`config.mk`:
```
export PLATFORM = sky130hd
export DESIGN_NAME = bed_genotype_stream_decoder_top_flat
export DESIGN_NICKNAME = d
export VERILOG_FILES = /design/src/sv/bgsd_pkg.sv /design/src/sv/bgsd_if.sv /design/src/sv/bed_genotype_stream_decoder_top.sv /design/src/sv/bgsd_unpack.sv /design/src/flat_wrapper.sv
export SDC_FILE = /design/constraint.sdc
export NUM_CORES = 1
export LEC_CHECK = 0
export ABC_AREA = 1
export BUFFER_PORTS_ARGS = -buffer_cell sky130_fd_sc_hd__buf_2
export CELL_PAD_IN_SITES_DETAIL_PLACEMENT = 1
export CELL_PAD_IN_SITES_GLOBAL_PLACEMENT = 1
export CORE_AREA = 2 2 130 132
export CTS_BUF_LIST = sky130_fd_sc_hd__clkbuf_8
export DETAILED_ROUTE_END_ITERATION = 6
export DIE_AREA = 0 0 132 134
export GPL_TIMING_DRIVEN = 0
export PLACE_DENSITY_LB_ADDON = 0.1
export SLEW_MARGIN = 0
export SYNTH_ARGS = -nofsm -noshare
export SYNTH_HDL_FRONTEND = slang
export SYNTH_SLANG_ARGS = --single-unit
```
`constraint.sdc`:
```
create_clock -name clk -period 6.1 [get_ports clk]
set_input_delay 0.915 -clock clk [delete_from_list [all_inputs] [get_ports clk]]
set_output_delay 0.915 -clock clk [all_outputs]
set_load 0.05 [all_outputs]
```
`src/sv/bgsd_pkg.sv`:
```
`timescale 1ns / 1ps

package bgsd_pkg;

	typedef logic [3:0] geno_t;
	typedef logic [2:0] vcount_t;
	typedef logic [1:0] status_t;
	typedef logic [1:0] hdr_pos_t;

	// header byte values
	localparam logic [7:0] MAGIC_FIRST    = 8'h6C;
	localparam logic [7:0] MAGIC_SECOND   = 8'h1B;
	localparam logic [7:0] MODE_SNP_MAJOR = 8'h01;

	// header positions
	localparam hdr_pos_t HDR_MAGIC0 = 2'd0;
	localparam hdr_pos_t HDR_MAGIC1 = 2'd1;
	localparam hdr_pos_t HDR_MODE   = 2'd2;
	localparam hdr_pos_t HDR_DONE   = 2'd3;

	// status codes
	localparam status_t STATUS_OK        = 2'd0;
	localparam status_t STATUS_BAD_MAGIC = 2'd1;
	localparam status_t STATUS_BAD_MODE  = 2'd2;

	// 2-bit code values
	localparam logic [1:0] CODE_HOM_A    = 2'b00;
	localparam logic [1:0] CODE_MISSING  = 2'b01;
	localparam logic [1:0] CODE_HET      = 2'b10;
	localparam logic [1:0] CODE_HOM_B    = 2'b11;

	localparam geno_t GENO_MISSING = 4'd9;
	localparam vcount_t GENOS_PER_BYTE = 3'd4;

	// map one packed code to its genotype value
	function automatic geno_t code_to_geno(input logic [1:0] code);
		geno_t g;
		case (code)
			CODE_HOM_A:   g = 4'd0;
			CODE_MISSING: g = GENO_MISSING;
			CODE_HET:     g = 4'd1;
			CODE_HOM_B:   g = 4'd2;
			default:      g = 4'd0;
		endcase
		return g;
	endfunction

endpackage

```
`src/sv/bgsd_if.sv`:
```
`timescale 1ns / 1ps

// raw byte stream
interface bgsd_in_if;
	logic       valid;
	logic       ready;
	logic [7:0] data_byte;

	modport source (output valid, output data_byte, input ready);
	modport sink   (input valid, input data_byte, output ready);
endinterface

// decoded genotype results
interface bgsd_out_if;
	logic       valid;
	logic       ready;
	logic [3:0] geno_a;
	logic [3:0] geno_b;
	logic [3:0] geno_c;
	logic [3:0] geno_d;
	logic [2:0] valid_count;
	logic       block_end;
	logic [1:0] status;

	modport source (output valid, output geno_a, output geno_b, output geno_c,
		output geno_d, output valid_count, output block_end, output status,
		input ready);
	modport sink   (input valid, input geno_a, input geno_b, input geno_c,
		input geno_d, input valid_count, input block_end, input status,
		output ready);
endinterface

// sample count register write
interface bgsd_cfg_if #(parameter int SAMPLE_BITS = 20);
	logic                   valid;
	logic                   ready;
	logic [SAMPLE_BITS-1:0] sample_count;

	modport source (output valid, output sample_count, input ready);
	modport sink   (input valid, input sample_count, output ready);
endinterface

```
`src/sv/bed_genotype_stream_decoder_top.sv`:
```
`timescale 1ns / 1ps
// channel | interface    | payload
// --------+--------------+--------------------------------------------------------
// cfg     | bgsd_cfg_if  | sample_count (SAMPLE_BITS), always ready
// bytes   | bgsd_in_if   | data_byte (8)
// genos   | bgsd_out_if  | geno_a..geno_d (4 each), valid_count (3), block_end, status
//
// one byte per cycle sustained while genos is not stalled; each byte passes
// through the input register into the result register, with header and block
// state updated as the byte moves from the input to the result register.
// reset clears the header position, sticky error, block position and both valid
// bits, and sets the sample count to 1.
// a stall on genos holds the result; the input register still takes a byte while
// it is empty or the result register is empty or draining.

module bed_genotype_stream_decoder_top #(
	parameter int SAMPLE_BITS = 20
) (
	input  logic       clk,
	input  logic       arst_n,
	bgsd_cfg_if.sink   cfg,
	bgsd_in_if.sink    bytes,
	bgsd_out_if.source genos
);
	import bgsd_pkg::*;

	logic [SAMPLE_BITS-1:0] sample_count_q;
	logic [SAMPLE_BITS-1:0] sample_pos_q;
	hdr_pos_t               header_pos_q;
	status_t                error_q;

	logic       valid_s1;
	logic [7:0] byte_s1;

	logic    valid_s2;
	geno_t   geno_s2 [4];
	vcount_t valid_count_s2;
	logic    block_end_s2;
	status_t status_s2;

	logic adv_s2;
	logic take_s1;

	logic                   hdr_active;
	status_t                error_next;
	logic [SAMPLE_BITS:0]   remain_diff;
	logic                   remain_neg;
	logic                   last_byte;
	vcount_t                valid_count;
	logic [SAMPLE_BITS-1:0] sample_pos_next;
	geno_t                  geno_dec [4];

	// flow control
	assign adv_s2     = !valid_s2 || genos.ready;
	assign take_s1    = valid_s1 && adv_s2;
	assign bytes.ready = !valid_s1 || adv_s2;
	assign cfg.ready  = 1'b1;

	// configuration register
	always_ff @(posedge clk or negedge arst_n) begin
		if (!arst_n) begin
			sample_count_q <= SAMPLE_BITS'(1);
		end else if (cfg.valid) begin
			sample_count_q <= cfg.sample_count;
		end
	end

	// input register
	always_ff @(posedge clk or negedge arst_n) begin
		if (!arst_n) begin
			valid_s1 <= 1'b0;
		end else if (bytes.ready) begin
			valid_s1 <= bytes.valid;
		end
	end

	always_ff @(posedge clk) begin
		if (bytes.ready && bytes.valid) begin
			byte_s1 <= bytes.data_byte;
		end
	end

	// header check, error 2 overrides error 1
	assign hdr_active = (header_pos_q != HDR_DONE);

	always_comb begin
		error_next = error_q;
		case (header_pos_q)
			HDR_MAGIC0: begin
				if (byte_s1 != MAGIC_FIRST && error_q == STATUS_OK) begin
					error_next = STATUS_BAD_MAGIC;
				end
			end
			HDR_MAGIC1: begin
				if (byte_s1 != MAGIC_SECOND && error_q == STATUS_OK) begin
					error_next = STATUS_BAD_MAGIC;
				end
			end
			HDR_MODE: begin
				if (byte_s1 != MODE_SNP_MAJOR) begin
					error_next = STATUS_BAD_MODE;
				end
			end
			default: error_next = error_q;
		endcase
	end

	// remaining samples in the block, clamped at zero
	assign remain_diff = {1'b0, sample_count_q} - {1'b0, sample_pos_q};
	assign remain_neg  = remain_diff[SAMPLE_BITS];
	assign last_byte   = remain_neg ||
		(remain_diff[SAMPLE_BITS-1:0] <= SAMPLE_BITS'(GENOS_PER_BYTE));

	always_comb begin
		if (hdr_active || remain_neg) begin
			valid_count = '0;
		end else if (last_byte) begin
			valid_count = remain_diff[2:0];
		end else begin
			valid_count = GENOS_PER_BYTE;
		end
	end

	assign sample_pos_next = last_byte ? '0 :
		sample_pos_q + SAMPLE_BITS'(GENOS_PER_BYTE);

	bgsd_unpack u_unpack (
		.data_byte   (byte_s1),
		.valid_count (valid_count),
		.geno        (geno_dec)
	);

	// decoder state
	always_ff @(posedge clk or negedge arst_n) begin
		if (!arst_n) begin
			header_pos_q <= HDR_MAGIC0;
			error_q      <= STATUS_OK;
			sample_pos_q <= '0;
		end else if (take_s1) begin
			if (hdr_active) begin
				header_pos_q <= header_pos_q + 2'd1;
				error_q      <= error_next;
			end else begin
				sample_pos_q <= sample_pos_next;
			end
		end
	end

	// result register
	always_ff @(posedge clk or negedge arst_n) begin
		if (!arst_n) begin
			valid_s2 <= 1'b0;
		end else if (adv_s2) begin
			valid_s2 <= valid_s1;
		end
	end

	always_ff @(posedge clk) begin
		if (take_s1) begin
			geno_s2        <= geno_dec;
			valid_count_s2 <= valid_count;
			block_end_s2   <= !hdr_active && last_byte;
			status_s2      <= hdr_active ? error_next : error_q;
		end
	end

	assign genos.valid       = valid_s2;
	assign genos.geno_a      = geno_s2[0];
	assign genos.geno_b      = geno_s2[1];
	assign genos.geno_c      = geno_s2[2];
	assign genos.geno_d      = geno_s2[3];
	assign genos.valid_count = valid_count_s2;
	assign genos.block_end   = block_end_s2;
	assign genos.status      = status_s2;

endmodule

```
`src/sv/bgsd_unpack.sv`:
```
`timescale 1ns / 1ps

module bgsd_unpack (
	input  logic [7:0]         data_byte,
	input  bgsd_pkg::vcount_t  valid_count,
	output bgsd_pkg::geno_t    geno [4]
);
	import bgsd_pkg::*;

	// four independent lanes, least significant pair first; unused slots read zero
	always_comb begin
		for (int i = 0; i < 4; i++) begin
			if (3'(i) < valid_count) begin
				geno[i] = code_to_geno(data_byte[2*i +: 2]);
			end else begin
				geno[i] = '0;
			end
		end
	end

endmodule

```
`src/flat_wrapper.sv`:
```
// flat-port wrapper written by rule: the top's interface ports become plain ports
module bed_genotype_stream_decoder_top_flat import bgsd_pkg::*;
#(
	parameter int SAMPLE_BITS = 20
)
  (clk, arst_n, cfg_valid, cfg_sample_count, cfg_ready, bytes_valid, bytes_data_byte, bytes_ready, genos_valid, genos_geno_a, genos_geno_b, genos_geno_c, genos_geno_d, genos_valid_count, genos_block_end, genos_status, genos_ready);
  bgsd_cfg_if #(.SAMPLE_BITS(SAMPLE_BITS)) cfg_i ();
  bgsd_in_if bytes_i ();
  bgsd_out_if genos_i ();
  input  logic clk;
  input  logic arst_n;
  input wire logic [$bits(cfg_i.valid)-1:0] cfg_valid;
  input wire logic [$bits(cfg_i.sample_count)-1:0] cfg_sample_count;
  output wire logic [$bits(cfg_i.ready)-1:0] cfg_ready;
  input wire logic [$bits(bytes_i.valid)-1:0] bytes_valid;
  input wire logic [$bits(bytes_i.data_byte)-1:0] bytes_data_byte;
  output wire logic [$bits(bytes_i.ready)-1:0] bytes_ready;
  output wire logic [$bits(genos_i.valid)-1:0] genos_valid;
  output wire logic [$bits(genos_i.geno_a)-1:0] genos_geno_a;
  output wire logic [$bits(genos_i.geno_b)-1:0] genos_geno_b;
  output wire logic [$bits(genos_i.geno_c)-1:0] genos_geno_c;
  output wire logic [$bits(genos_i.geno_d)-1:0] genos_geno_d;
  output wire logic [$bits(genos_i.valid_count)-1:0] genos_valid_count;
  output wire logic [$bits(genos_i.block_end)-1:0] genos_block_end;
  output wire logic [$bits(genos_i.status)-1:0] genos_status;
  input wire logic [$bits(genos_i.ready)-1:0] genos_ready;
  assign cfg_i.valid = cfg_valid;
  assign cfg_i.sample_count = cfg_sample_count;
  assign cfg_ready = cfg_i.ready;
  assign bytes_i.valid = bytes_valid;
  assign bytes_i.data_byte = bytes_data_byte;
  assign bytes_ready = bytes_i.ready;
  assign genos_valid = genos_i.valid;
  assign genos_geno_a = genos_i.geno_a;
  assign genos_geno_b = genos_i.geno_b;
  assign genos_geno_c = genos_i.geno_c;
  assign genos_geno_d = genos_i.geno_d;
  assign genos_valid_count = genos_i.valid_count;
  assign genos_block_end = genos_i.block_end;
  assign genos_status = genos_i.status;
  assign genos_i.ready = genos_ready;
  bed_genotype_stream_decoder_top #(.SAMPLE_BITS(SAMPLE_BITS)) u_core (.clk(clk), .arst_n(arst_n), .cfg(cfg_i), .bytes(bytes_i), .genos(genos_i));
endmodule
```
==> results.txt <==
----------------------------------------------------
[Layout]
  # fillers ... approximately 2000
  Area occupied by multi-input gates ... 2480 um2
  Number of diodes ... 0
  Post-route cell area ... ~5600 um2
  Area growth from synthesis to final layout ... 15.2%
  Area used by sequential logic in the layout ... 1880 um2
  Leading cell type in the layout, fill and taps excluded ... nand2_1
  Fraction of layout cells with a size suffix above 1 ... roughly 22%
  Top library cells by usage in the layout, fill and taps aside ... nand2_1 (149), inv_1 (107), buf_2 (52), nor2_1 (43), dfrtp_1 (43)
  Nets@finish ... between 700 and 800

[Clocking]
  Worst-skew pair later-pin latency ... ~360 ps
  Hold buffer count at CTS ... 0
  Root cell of the clock tree ... clkbuf_8
  Number of resized instances in the post-cts repair step ... 0
  Number of buffers created by CTS ... 9
  Number of sinks driven by the clock tree ... 70
  H-tree lvl count ... 3
  Post-CTS repair timing setup buffer count ... 0
  Clock transition at the registers of the reported paths ... around 90 ps
  Number of buffers on the longest clock path ... 2
  CTS tree ... done

[Routing]
  Via count ... 3866
  Total Routed Length ... between 10000 and 15000 um
  DR WL/cell ... 13.9 um
  Vias per Instance ... 4.40
  Drt initial violations ... between 100 and 150
  DRC violation count after routing ... 0
  Routed Antenna Nets ... 0
  Count of TritonRoute iterations in the first routing pass ... 4

[Critical path]
  Critical path class ... reg2reg
  Worst EP arrival ... around 3100 ps
  Slack of the worst reg-to-reg path ... roughly 3200 ps
  Count of cells along the worst register-to-register path ... 18
  Endpoint of the worst register-to-register path ... u_core.genos.geno_b[1]$_SDFFCE_PP0P_
  Largest fanout on the critical path ... 8
  R2R Path Start ... u_core.sample_pos_q[10]$_DFFE_PN0P_
  Critical path startpoint category ... register
  Worst path required time ... ~6200 ps
  Critical Path Sink Type ... register

[Synthesis]
  Number of warnings reported in the yosys synthesis log ... 0
  Syn Area/Cell ... a little over 8 um2
  Post-synth EDFFs ... 26
  Async SR Flop Fraction ... a little over three fifths
  Fraction of synthesized cell area taken by the top area cell type ... ~22%
  Most used DFF post-synth ... dfrtp_1
  Mapped Cells ... around 600
  Synthesis-stage register bit count ... 70
  Fraction of the yosys area taken by sequential cells ... 39.0%
  Largest cells by area after synthesis ... dfrtp_1 (22%), edfxtp_1 (16%), nand2_1 (12%)
  Number of different library cells in the post-synthesis netlist ... 48
  Post-synth design cell area ... roughly 4800 um2
  Post-synthesis cell type with the largest combined area ... dfrtp_1

[Flow run]
  Total of max-cap violations ... 0

[Floorplanning]
  Die height ... 134 um
  Die width ... approximately 130 um
  Starting Density ... 29.6%
  Die Area ... between 15000 and 20000 um2
  Placeable core region ... 16300 um2
  Cell Rows ... 47
  Number of top-level design ports ... just under 60

[Global route]
  Maximum number of pins on one net before global-route repair ... 45
  Vias in the first global route ... 4098
  Global-route wire length before repair ... approximately 20000 um
  Global route total overflow ... 0
  Number of antenna violations at the first check in global routing ... 0
  Overall global routing resource usage ... between 10 and 15%

[Placement]
  Final RePlAce weighted congestion ... about 0.78
  Placed cell area ... 5370 um2
  PortBufs ... 52
  Total half-perimeter wirelength after legalization and detailed placement ... 9960 um

[Power and ir drop]
  Standby leakage power ... between 0.002 and 0.003 uW
  Logic gate share of total power ... 36.7%
  Power share of the clock group ... approximately 25%
  Switching fraction of total power ... 39.5%
  Pint ... 894 uW
  Worst-case vdd ir drop ... 0.115 mV
  Total power per unit cell area ... 266 nW/um2
  Net switching power figure ... slightly below 600 uW
  Part of the total power dissipated in sequential elements ... between 30% and 40%

[Hold path]
  Number of cells on the worst hold path ... 2
  Worst Hold Path EP ... u_core.error_q[0]$_DFFE_PN0P_
  Min-delay worst type ... reg2reg
  Beginning of the worst hold path ... u_core.error_q[0]$_DFFE_PN0P_

[STA]
  Final critical-path required period ... between 2000 and 3000 ps
  Final hold viol count ... 0
  Unrepaired setup endpoints after global routing ... false
  Total Negative Setup Slacks ... 0 ps
  Share of the cycle needed by the critical path after routing ... 48.2%
  Pins Over Slew Limit ... 0
  Setup skew after layout ... around 19 ps
  Number of setup violations in the final report ... 0
  Maximum clock frequency ... 340 MHz
  Slew at the pin closest to its max-slew limit ... about 1100 ps
  Max-Slew Margin vs Limit ... just under 30%

[Outcome]
  Status ... completed

----------------------------------------------------
-- through the flow --
step | hold WS [ps] | util (%) | power, uW | setup WS [ps] | cells
global route | 534 | 34.1 | 1600 | 2860 | 879
floorplan | 450 | - | 982 | 3370 | 591
global placement | 472 | 33.0 | 1120 | 2780 | 863
finish | 489 | 34.1 | 1480 | 3160 | 879
CTS | 497 | 34.1 | 1510 | 3120 | 879
detailed placement | 475 | 33.0 | 1130 | 2790 | 863
-- synth_stat cells, types with 2 or more instances --
cell type	n
nand2_1	149
inv_1	105
dfrtp_1	43
nor2_1	43
ha_1	42
edfxtp_1	26
nand3_1	21
mux2_2	18
a21oi_1	15
o21ai_0	14
nand4_1	11
nand3_2	10
nand2_2	9
nor2_2	8
nor3_1	8
inv_2	7
xor2_1	6
buf_4	5
nand3b_1	5
nor3_2	4
a21boi_1	3
a21oi_2	3
nand2_4	3
buf_1	2
conb_1	2
nand4_2	2
o211ai_1	2
-- power groups by stage --
stage	registers [uW]	clock network [uW]	logic (uW)
detailed placement	576	0	550
floorplan	626	0	356
finish	566	368	543
global route	572	407	616
global placement	575	0	542
CTS	567	387	553
-- routing by layer --
layer | track usage [%] | part of all wire, % | wire [um]
met5 | 0 | 0 | 0
met4 | 4.71 | 1.4 | 177
met3 | 2.04 | 1.7 | 211
met2 | 24.2 | 47 | 5740
met1 | 20.0 | 50 | 6120
-- sequential cells by signal, summed over array words and instances (netlist names) --
signal / flops
u_core.genos.status: 2
u_core.genos.block_end: 1
u_core.genos.geno_c: 3
u_core.header_pos_q: 2
u_core.genos.geno_d: 3
u_core.sample_pos_q: 18
u_core.genos.valid_count: 3
u_core.byte_s1: 8
u_core.valid_s1: 1
u_core.error_q: 2
u_core.genos.geno_b: 3
u_core.genos.valid: 1
u_core.genos.geno_a: 3
u_core.sample_count_q: 20
-- kinds of logic (layout without fill, tap and decap cells) --
group                      Yosys count  after routing  synth area share (%)
adders and majority gates           42             42                  10.9
buffers and inverters              120            188                  9.78
and+or+nand+nor                    284            284                  28.9
other                                2              6                 0.156
xor gates and xnor gates             7              7                  1.27
AOI/OAI and AO/OA                   44             44                  5.73
DFF                                 70             70                  39.0
muxes                               18             18                  4.20
-- worst max path at each step --
stage	to	start	depth (start not counted)
after floorplan	u_core.sample_pos_q[19]$_DFFE_PN0P_	genos_ready	11
after global placement	u_core.sample_pos_q[19]$_DFFE_PN0P_	genos_ready	12
after detailed placement	u_core.sample_pos_q[16]$_DFFE_PN0P_	genos_ready	12
after CTS	u_core.genos.geno_b[1]$_SDFFCE_PP0P_	u_core.sample_pos_q[8]$_DFFE_PN0P_	20
after global routing	u_core.genos.geno_b[0]$_SDFFCE_PP0P_	u_core.sample_pos_q[14]$_DFFE_PN0P_	18
final	u_core.genos.geno_b[1]$_SDFFCE_PP0P_	u_core.sample_pos_q[10]$_DFFE_PN0P_	18
-- critical path, stage by stage, from the launching register on --
cell and delay (ps):
dfrtp_1 420, inv_1 80, ha_1 390, a21oi_1 240
inv_1 80, a21oi_2 210, inv_1 70, a21oi_1 200
nand3b_1 100, nand2_1 80, inv_1 60, nor2_2 120
nand2_2 100, nand2_4 110, nand2_4 70, nand2_8 80
inv_2 40, nor2_2 170, nor2_1 70
-- area by class of cell --
type,count,share of cell area (%)
buffer,7,0.811
clock buffer,9,2.23
clock inverter,7,1.06
inverter,113,7.68
multi-input combinational,401,44.7
sequential,70,33.9
tap,220,4.95
timing repair buffer,52,4.68
Note: power is estimated with default switching activity, not from simulation.
